===== src/hw/rtl/gpg_pkg.sv =====
// Gait phase generator: shared constants, register indexes, sequencer states
// and the leg offset table. No dependencies.
package gpg_pkg;

  localparam int PHASE_BITS    = 24;
  localparam int PROGRESS_BITS = 16;
  localparam int PRODUCT_FRAC  = 28;
  localparam int NUM_LEGS      = 4;
  localparam int INC_SHR = (PHASE_BITS <= PRODUCT_FRAC) ? PRODUCT_FRAC - PHASE_BITS : 0;
  localparam int INC_SHL = (PHASE_BITS >  PRODUCT_FRAC) ? PHASE_BITS - PRODUCT_FRAC : 0;
  localparam int DIV_CNT_BITS  = $clog2(PROGRESS_BITS + 1);

  localparam logic [1:0] REG_GAIT_MODE     = 2'd0;
  localparam logic [1:0] REG_STEP_RATE     = 2'd1;
  localparam logic [1:0] REG_DUTY_FRACTION = 2'd2;
  localparam logic [1:0] REG_STANDING      = 2'd3;

  typedef enum logic [1:0] {
    GAIT_TROT  = 2'd0,
    GAIT_WALK  = 2'd1,
    GAIT_PACE  = 2'd2,
    GAIT_BOUND = 2'd3
  } gait_t;

  typedef enum logic [2:0] {
    ST_IDLE,
    ST_ADVANCE,
    ST_SETUP,
    ST_DIVIDE,
    ST_FINISH
  } seq_state_t;

  // Quarter-cycle offset of a leg (FL, FR, RL, RR) for a gait.
  function automatic logic [1:0] leg_quarter(input gait_t mode, input logic [1:0] leg);
    logic [7:0] row;
    begin
      case (mode)
        GAIT_TROT:  row = {2'd0, 2'd2, 2'd2, 2'd0};
        GAIT_WALK:  row = {2'd0, 2'd2, 2'd1, 2'd3};
        GAIT_PACE:  row = {2'd0, 2'd2, 2'd0, 2'd2};
        GAIT_BOUND: row = {2'd0, 2'd0, 2'd2, 2'd2};
        default:    row = 8'd0;
      endcase
      leg_quarter = row[(3 - leg) * 2 +: 2];
    end
  endfunction

endpackage


===== src/hw/rtl/gait_phase_generator_unit.sv =====
// Gait phase generator top level: registers, sequencer, phase accumulator.
// Depends on gpg_pkg and gpg_div.
//
// Input channel: in_valid/in_stall carries one control tick (time_step,
// restart). Output channel: out_valid/out_stall carries swing and progress
// for the four legs. Each transfer in gives exactly one transfer out.
// Configuration: cfg_we writes cfg_data into register cfg_index
// (0 gait_mode, 1 step_rate, 2 duty_fraction, 3 standing); write only idle.
// One item is worked at a time; the tick costs one multiply and, unless
// standing, one phase add (a restart clears it instead), then four 16-step
// divisions on one shared divider; standing skips them and progress is zero.
// in_stall is high from the transfer until the result is loaded.
// The result register holds while out_stall is high; a new tick may be taken
// while it waits, but its result is loaded only once the old one has left.
// Reset (rst, synchronous) restores register defaults, clears the phase and
// empties the output register.
module gait_phase_generator_unit (
  input  logic                              clk,
  input  logic                              rst,
  input  logic                              cfg_we,
  input  logic [1:0]                        cfg_index,
  input  logic [15:0]                       cfg_data,
  input  logic                              in_valid,
  output logic                              in_stall,
  input  logic [15:0]                       time_step,
  input  logic                              restart,
  output logic                              out_valid,
  input  logic                              out_stall,
  output logic                              front_left_swing,
  output logic [gpg_pkg::PROGRESS_BITS-1:0] front_left_progress,
  output logic                              front_right_swing,
  output logic [gpg_pkg::PROGRESS_BITS-1:0] front_right_progress,
  output logic                              rear_left_swing,
  output logic [gpg_pkg::PROGRESS_BITS-1:0] rear_left_progress,
  output logic                              rear_right_swing,
  output logic [gpg_pkg::PROGRESS_BITS-1:0] rear_right_progress
);
  import gpg_pkg::*;

  gait_t                    gait_mode;
  logic signed [15:0]       step_rate;
  logic [15:0]              duty_fraction;
  logic                     standing;

  seq_state_t               state, state_next;
  logic                     accept, adv_en, div_start, store_en, out_load;

  logic [PHASE_BITS-1:0]    phase;
  logic signed [32:0]       prod;
  logic                     restart_r;
  logic [1:0]               leg;
  logic                     leg_swing;
  logic [NUM_LEGS-1:0]      swing_w;
  logic [PROGRESS_BITS-1:0] prog_w [NUM_LEGS];

  logic signed [63:0]       prod_ext;
  logic [PHASE_BITS-1:0]    inc;
  logic [PHASE_BITS-1:0]    duty_w;
  logic [PHASE_BITS-1:0]    local_ph;
  logic                     stance;
  logic [PHASE_BITS-1:0]    numer;
  logic [PHASE_BITS:0]      denom;
  logic                     div_done;
  logic [PROGRESS_BITS-1:0] quot;

  // configuration
  always_ff @(posedge clk) begin
    if (rst) begin
      gait_mode     <= GAIT_TROT;
      step_rate     <= '0;
      duty_fraction <= 16'd32768;
      standing      <= 1'b1;
    end else if (cfg_we) begin
      case (cfg_index)
        REG_GAIT_MODE:     gait_mode     <= gait_t'(cfg_data[1:0]);
        REG_STEP_RATE:     step_rate     <= cfg_data;
        REG_DUTY_FRACTION: duty_fraction <= cfg_data;
        REG_STANDING:      standing      <= cfg_data[0];
        default: ;
      endcase
    end
  end

  // sequencer
  always_ff @(posedge clk) begin
    if (rst) begin
      state <= ST_IDLE;
    end else begin
      state <= state_next;
    end
  end

  always_comb begin
    state_next = state;
    in_stall   = 1'b1;
    accept     = 1'b0;
    adv_en     = 1'b0;
    div_start  = 1'b0;
    store_en   = 1'b0;
    out_load   = 1'b0;
    case (state)
      ST_IDLE: begin
        in_stall = 1'b0;
        if (in_valid) begin
          accept     = 1'b1;
          state_next = ST_ADVANCE;
        end
      end
      ST_ADVANCE: begin
        adv_en     = 1'b1;
        state_next = standing ? ST_FINISH : ST_SETUP;
      end
      ST_SETUP: begin
        div_start  = 1'b1;
        state_next = ST_DIVIDE;
      end
      ST_DIVIDE: begin
        if (div_done) begin
          store_en   = 1'b1;
          state_next = (leg == 2'(NUM_LEGS - 1)) ? ST_FINISH : ST_SETUP;
        end
      end
      ST_FINISH: begin
        if (!out_valid || !out_stall) begin
          out_load   = 1'b1;
          state_next = ST_IDLE;
        end
      end
      default: state_next = ST_IDLE;
    endcase
  end

  // phase datapath
  assign prod_ext = {{31{prod[32]}}, prod};
  assign inc      = PHASE_BITS'((prod_ext >>> INC_SHR) << INC_SHL);
  assign duty_w   = PHASE_BITS'(duty_fraction) << (PHASE_BITS - 16);
  assign local_ph = phase + (PHASE_BITS'(leg_quarter(gait_mode, leg)) << (PHASE_BITS - 2));
  assign stance   = (local_ph < duty_w);
  assign numer    = stance ? local_ph : local_ph - duty_w;
  assign denom    = stance ? {1'b0, duty_w}
                           : {1'b1, {PHASE_BITS{1'b0}}} - {1'b0, duty_w};

  always_ff @(posedge clk) begin
    if (rst) begin
      phase <= '0;
    end else if (adv_en) begin
      if (restart_r) begin
        phase <= '0;
      end else if (!standing) begin
        phase <= phase + inc;
      end
    end
  end

  always_ff @(posedge clk) begin
    if (accept) begin
      prod      <= step_rate * $signed({1'b0, time_step});
      restart_r <= restart;
    end
    if (adv_en) begin
      leg     <= '0;
      swing_w <= '0;
      for (int i = 0; i < NUM_LEGS; i++) begin
        prog_w[i] <= '0;
      end
    end
    if (div_start) begin
      leg_swing <= !stance;
    end
    if (store_en) begin
      swing_w[leg] <= leg_swing;
      prog_w[leg]  <= quot;
      leg          <= leg + 1'b1;
    end
  end

  gpg_div u_div (
    .clk   (clk),
    .rst   (rst),
    .start (div_start),
    .numer (numer),
    .denom (denom),
    .done  (div_done),
    .quot  (quot)
  );

  // output register
  always_ff @(posedge clk) begin
    if (rst) begin
      out_valid <= 1'b0;
    end else if (out_load) begin
      out_valid <= 1'b1;
    end else if (!out_stall) begin
      out_valid <= 1'b0;
    end
  end

  always_ff @(posedge clk) begin
    if (out_load) begin
      front_left_swing     <= swing_w[0];
      front_left_progress  <= prog_w[0];
      front_right_swing    <= swing_w[1];
      front_right_progress <= prog_w[1];
      rear_left_swing      <= swing_w[2];
      rear_left_progress   <= prog_w[2];
      rear_right_swing     <= swing_w[3];
      rear_right_progress  <= prog_w[3];
    end
  end

endmodule


===== src/hw/rtl/gpg_div.sv =====
// Gait phase generator: restoring divider, one quotient bit per cycle.
// Numerator must be below the divisor. Depends on gpg_pkg.
module gpg_div (
  input  logic                             clk,
  input  logic                             rst,
  input  logic                             start,
  input  logic [gpg_pkg::PHASE_BITS-1:0]   numer,
  input  logic [gpg_pkg::PHASE_BITS:0]     denom,
  output logic                             done,
  output logic [gpg_pkg::PROGRESS_BITS-1:0] quot
);
  import gpg_pkg::*;

  logic                    busy;
  logic [DIV_CNT_BITS-1:0] cnt;
  logic [PHASE_BITS:0]     rem;
  logic [PHASE_BITS:0]     den;
  logic [PHASE_BITS+1:0]   shifted;
  logic [PHASE_BITS+1:0]   diff;
  logic                    qbit;

  assign shifted = {rem, 1'b0};
  assign diff    = shifted - {1'b0, den};
  assign qbit    = (shifted >= {1'b0, den});

  always_ff @(posedge clk) begin
    if (rst) begin
      busy <= 1'b0;
      done <= 1'b0;
      cnt  <= '0;
    end else begin
      done <= 1'b0;
      if (start) begin
        busy <= 1'b1;
        cnt  <= DIV_CNT_BITS'(PROGRESS_BITS);
      end else if (busy) begin
        cnt <= cnt - 1'b1;
        if (cnt == DIV_CNT_BITS'(1)) begin
          busy <= 1'b0;
          done <= 1'b1;
        end
      end
    end
  end

  always_ff @(posedge clk) begin
    if (start) begin
      rem  <= {1'b0, numer};
      den  <= denom;
      quot <= '0;
    end else if (busy) begin
      rem  <= qbit ? diff[PHASE_BITS:0] : shifted[PHASE_BITS:0];
      quot <= {quot[PROGRESS_BITS-2:0], qbit};
    end
  end

endmodule


===== config.mk =====
export PLATFORM = sky130hd
export DESIGN_NAME = gait_phase_generator_unit
export DESIGN_NICKNAME = d
export VERILOG_FILES = /design/src/hw/rtl/gpg_pkg.sv /design/src/hw/rtl/gait_phase_generator_unit.sv /design/src/hw/rtl/gpg_div.sv
export SDC_FILE = /design/constraint.sdc
export NUM_CORES = 1
export LEC_CHECK = 0
export BUFFER_PORTS_ARGS = -buffer_cell sky130_fd_sc_hd__buf_2
export CAP_MARGIN = 30
export CORE_AREA = 2 2 160 224
export DETAILED_ROUTE_END_ITERATION = 6
export DIE_AREA = 0 0 162 226
export PLACE_DENSITY = 0.81
export SYNTH_ARGS = -nofsm -noshare
export SYNTH_HDL_FRONTEND = slang
export SYNTH_SLANG_ARGS = --single-unit

===== constraint.sdc =====
create_clock -name clk -period 8.9 [get_ports clk]
set_input_delay 2.67 -clock clk [delete_from_list [all_inputs] [get_ports clk]]
set_output_delay 2.67 -clock clk [all_outputs]
set_load 0.02 [all_outputs]

[Word level (Yosys, flattened, before mapping)]
Memories as Yosys holds them, arrays and structs flattened. A register that Yosys moved wholly into a read port is not among the register bits.
Cells that the tools add are included.
Word-level totals
  flip-flop bits (word level): 176
  RAM bits: 64
  output and inout bits: 70
  logic and storage cells: 122
  memories: 1
Cells by class
  $add $sub $neg: 8
  multipliers: 1
  $lt $le $gt $ge: 4
  equality and inequality tests: 17
  shift operators: 1
  mux-type cells: 45
  bitwise logic cells: 1
  reduce and logical (&&, ||, !) cells: 19
Memory list
  prog_w: words 4, width 16, read ports 4, clocked after memory_dff 4, write ports 4, RTL line gait_phase_generator_unit.sv:54  | logic [PROGRESS_BITS-1:0] prog_w [NUM_LEGS];
Operators by type and width (count)
  2-to-1 mux 24 bit: 6
  adder 24 bit: 2
  variable part select 8 x 33 -> 2 bit: 1
  one-hot mux 8 bit (4 select lines): 1
  multiplier 16 x 17 -> 28 bit: 1
  >= comparator 26 x 25 -> 1 bit: 1
  2-to-1 mux 25 bit: 1
  subtractor 25 x 24 -> 25 bit (first input constant): 1
  subtractor 25 bit: 1
  less-than comparator 24 bit: 1
  subtractor 24 bit: 1
  2-to-1 mux 1 bit: 21
  2-to-1 mux 16 bit: 1
  OR reduction 16 bit: 1
  2-to-1 mux 3 bit: 5
  one-hot mux 3 bit (5 select lines): 1
  == test 2 bit (second input constant): 5
  2-to-1 mux 5 bit: 2
  AND reduction 2 bit: 5
  2-to-1 mux 4 bit: 2
  == test 3 x 2 -> 1 bit (second input constant): 2
  2-to-1 mux 2 bit: 3
  inequality test 2 x 1 -> 1 bit (second input constant): 3
  == test 5 x 1 -> 1 bit (second input constant): 1
  21 further kinds: 27

[Depth between registers and ports, before layout]
  depth after elaboration: 7
  mapped depth: 25
  mapped depth without buffers: 24

[Hierarchy]
A second synthesis with hierarchy kept.
Second synthesis, totals
  cell total of the unflattened synthesis: 2236
  area, all modules: 22321.4 µm²
By module, submodules not included
  gait_phase_generator_unit: instances 1, cells an instance 1817, area each 18108.6 µm², seq. area each 6145.9 µm²
  gpg_div: instances 1, cells an instance 419, area each 4212.8 µm², seq. area each 1951.9 µm²

[Worst setup path before layout]
Ideal clock, no wire load.
  path kind: input -> register
  from: input port time_step[8]
  to: register prod[26], data pin
  library setup time: 258 ps
  arrival: 7857 ps
  data required time: 8642 ps
  slack: 785 ps
  cell stages on the path: 22
  cell sequence: clkbuf_1 -> nand2_1 -> fa_1 -> fa_1 -> inv_1 -> fa_1 -> inv_1 -> fa_1 -> fa_1 -> fa_1 -> inv_1 -> ha_1 -> a21oi_1 -> nand2_1 -> a21oi_1 -> nor2b_1 -> a31oi_1 -> a211o_1 -> a31oi_1 -> a21o_1 -> a21oi_1 -> xnor2_1
On the way
  word-level cells in the longest chain between the ends: 1
Ends and longest elaborated chain
  start, declared: RTL line gait_phase_generator_unit.sv:25  | input logic [15:0] time_step,
  multiplier 16 x 17 -> 28 bit: RTL line gait_phase_generator_unit.sv:157  | prod <= step_rate * $signed({1'b0, time_step});
  end signal, assigned: RTL line gait_phase_generator_unit.sv:157
  end, declared: RTL line gait_phase_generator_unit.sv:49  | logic signed [32:0] prod;
Every way passes these cells.
A chain may end at the register's enable or synchronous reset.

[Final worst setup path]
Same ends and word-level chain as after synthesis.

==> metrics <==
outcome=completed; setup tns final=0 ps; clock sinks=292; met1 Use GR=31.9%; Post-DP Area=22,500 um^2; Clock Path Buffers=3; Filler cells=2,595; RSZ-0062 raised after global routing=false; Buf+Inv Stages, Crit Path=4; M2 GR Usage=52.5%; largest net degree at the start of global routing=71; Hold Path Stages=0; end-of-flow core utilization=67.4%; Final min period=8050 ps; max incr delay on CP=560 ps; Starting Density=62.0%; routability cong.=0.961; #FFs+latches synth=292; DR vias/cell=5.75; Die Width=162 um; Non-Filler Instances=2,683; postcts setup bufs=0; startpoint types=input port; Hold Vio Cnt, Final=0; Hold Path Class=reg -> reg; slowest stage cell, crit path=fa_1; PortBufs=109; Slew headroom=35.2%; # hold bufs at CTS=0; Clk Latency, worst-skew pair=560 ps; Via Count=15,414; Commonest cells post-synth=inv_1, nand2_1, edfxtp_1; Layout area overhead=8.61%; grt ovf=0; Post-Syn Area=21,500 um^2; final worst slack=850 ps; CP Capture Type=flop; GR peak layer=met2; CTS root buf=clkbuf_16; total global-route track usage=28.3%; die height=226 um; CP Max Fanout=16; max frequency=0.124 GHz; Cells after DPL=2,638; Leakage=10.3 nW; post-layout instance area=23,400 um^2; R2R Setup Slk=2350 ps; met3 GRT Util=2.44%; Hold Slack=420 ps; Setup WS pre-CTS=305 ps; CTS tree=yes; Core Box Area=34,700 um^2; Avg Cell Area, Syn=10.1 um^2; CTS Buf Count=24; Hold Path End=rear_left_progress[2]; max-cap violations=0; Post-Route WL=50.2 mm; Worst Max-Slew Pin Slew=968 ps; most numerous cell in the Yosys netlist=inv_1; post-synth top area share=28.1%; Final Setup Violations=0; layout cells sized above 1=9.48%; Post-synth EDFFs=201; synth top area cells=edfxtp_1, fa_1, ha_1; FF-to-FF Start=step_rate[9]; WP depth=22; first-pass GRT wire length=81.6 mm; Routed Antenna Nets=0; CP Data Required Time=9200 ps; Final #Nets=2,599; sequential share of the synthesized area=36.5%; DRC=0; post-cts resize count=0; Netlist cell types=73; period utilization=90.4%; largest vdd supply drop=0.162 mV; CP arrival=8350 ps; PD cells=142 nW/um^2; DRT iter0 DRCs=840; initial antenna violation count=2; overall power=3.32 mW; Synth Instances=2,132; Crit path max-delay family=adder cells; Synth Flop Type=edfxtp_1; die area=36,600 um^2; post-detail-place hpwl=38.3 mm; reg2reg path depth=19; syn nets=2,523; synth warn=0; most frequent CP cell=fa_1; CP cell instances=buf_2 > nand2_1 > fa_1 > fa_1 > inv_1 > fa_1 > inv_1 > fa_1 > fa_1 > fa_1 > inv_1 > ha_1 > a21oi_1 > nand2_1 > a21oi_1 > nor2b_1 > a31oi_1 > a211o_1 > a31oi_1 > a21o_1 > a21oi_1 > xnor2_1; Clock Skews=19.8 ps; reg-to-reg endpoint=prod[26]; clk slew on worst S/H paths=70 ps; routed len/inst=18.7 um; Rows=81; critical path class=in -> reg; Final Max Tran Viols=0; First-pass DRT Iterations=5; Synth area leader=edfxtp_1; CTS H-tree depth=1; I/O pin cnt=110; Worst Hold Launch=prog_w[2][2]; ys async rst share=0%; vias in the first global route=16,229
-- power breakdown --
| group | total, mW | internal [mW] | switching, mW | leakage (nW) |
|---|---|---|---|---|
| clock | 1.11 | 0.609 | 0.503 | 0.404 |
| combinational | 0.631 | 0.249 | 0.382 | 7.31 |
| sequential | 1.57 | 1.52 | 0.0493 | 2.63 |
| total | 3.32 | 2.38 | 0.934 | 10.3 |
-- placed cells by master, fill, tap and decap left out, types with 5 or more instances in the layout --
master,instances
ha_1,158
xnor2_1,75
and3_1,26
xor2_1,17
nor2b_1,13
inv_1,291
a21o_1,17
nor3_1,30
o21a_1,13
mux2i_1,25
buf_4,16
dfxtp_1,91
buf_2,109
nand3_1,32
fa_1,193
a211oi_1,8
mux2_2,5
nor2_1,122
nor4_1,8
a22oi_1,21
a21oi_2,5
nand4_1,5
edfxtp_1,201
o21ai_0,42
a31oi_1,9
o211ai_1,11
clkinv_2,6
or3_1,6
or2_2,6
nand2_1,273
a21oi_1,97
nand2b_1,15
and2_1,164
clkbuf_16,24
o21ai_1,10
o21bai_1,6
-- state kept, by name, indices dropped and copies added (netlist names), 2 cells and up --
name                  flops
u_div.cnt                 5
u_div.quot               16
step_rate                16
phase                    24
swing_w                   4
duty_fraction            16
front_right_progress     16
prog_w                   64
gait_mode                 2
prod                     24
state                     3
rear_left_progress       16
front_left_progress      16
rear_right_progress      16
leg                       2
u_div.rem                25
u_div.den                17
-- cell families (layout without fill, tap and decap cells) --
| logic type | after synthesis | count (layout) | share of synthesized area, % |
|---|---|---|---|
| AND/OR/NAND/NOR | 716 | 716 | 16.0 |
| adder cells (fa/ha/maj) | 351 | 351 | 27.2 |
| other | 0 | 1 | 0 |
| XOR/XNOR | 92 | 92 | 3.75 |
| multiplexers | 31 | 31 | 1.50 |
| flip-flops | 292 | 292 | 36.5 |
| buffers and inverters | 374 | 468 | 6.66 |
| AO/OA/AOI/OAI | 276 | 276 | 8.40 |
-- metal layers --
layer	share of wire, %	vias to the layer above	wire [um]
met1	36	7544	18200
met5	0	-	0
met4	5.9	0	2980
li1	-	7137	-
met2	53	560	26400
met3	5.2	173	2620
-- worst reg2reg max path: cells and delay by family (launching register included) --
| family | cells | cell delay, ps |
|---|---|---|
| adder cells (fa/ha/maj) | 7 | 3600 |
| XOR/XNOR | 1 | 80 |
| AO/OA/AOI/OAI | 7 | 1310 |
| flip-flops | 1 | 910 |
| buffers and inverters | 1 | 40 |
| AND/OR/NAND/NOR | 3 | 380 |
-- final cells by class --
| cell class | count | area, um^2 | area share [%] |
|---|---|---|---|
| Inverter | 294 | 1100 | 4.73 |
| Antenna cell | 1 | 2.50 | 0.0107 |
| Timing Repair Buffer | 130 | 746 | 3.19 |
| Clock inverter | 17 | 200 | 0.857 |
| Sequential cell | 292 | 7860 | 33.6 |
| Tap cell | 456 | 571 | 2.44 |
| Multi-Input combinational cell | 1466 | 12200 | 52.4 |
| Clock buffer | 27 | 632 | 2.71 |
-- how the worst max path moves through the flow --
stage,slack (ps),end,start
3_3_place_gp,420,prod[26],time_step[6]
2_1_floorplan,790,prod[26],time_step[8]
3_5_place_dp,310,prod[26],time_step[6]
6_report,850,prod[26],time_step[8]
5_1_grt,510,prod[26],time_step[7]
4_1_cts,880,prod[26],time_step[6]
Power figures use the tool's default switching activity.
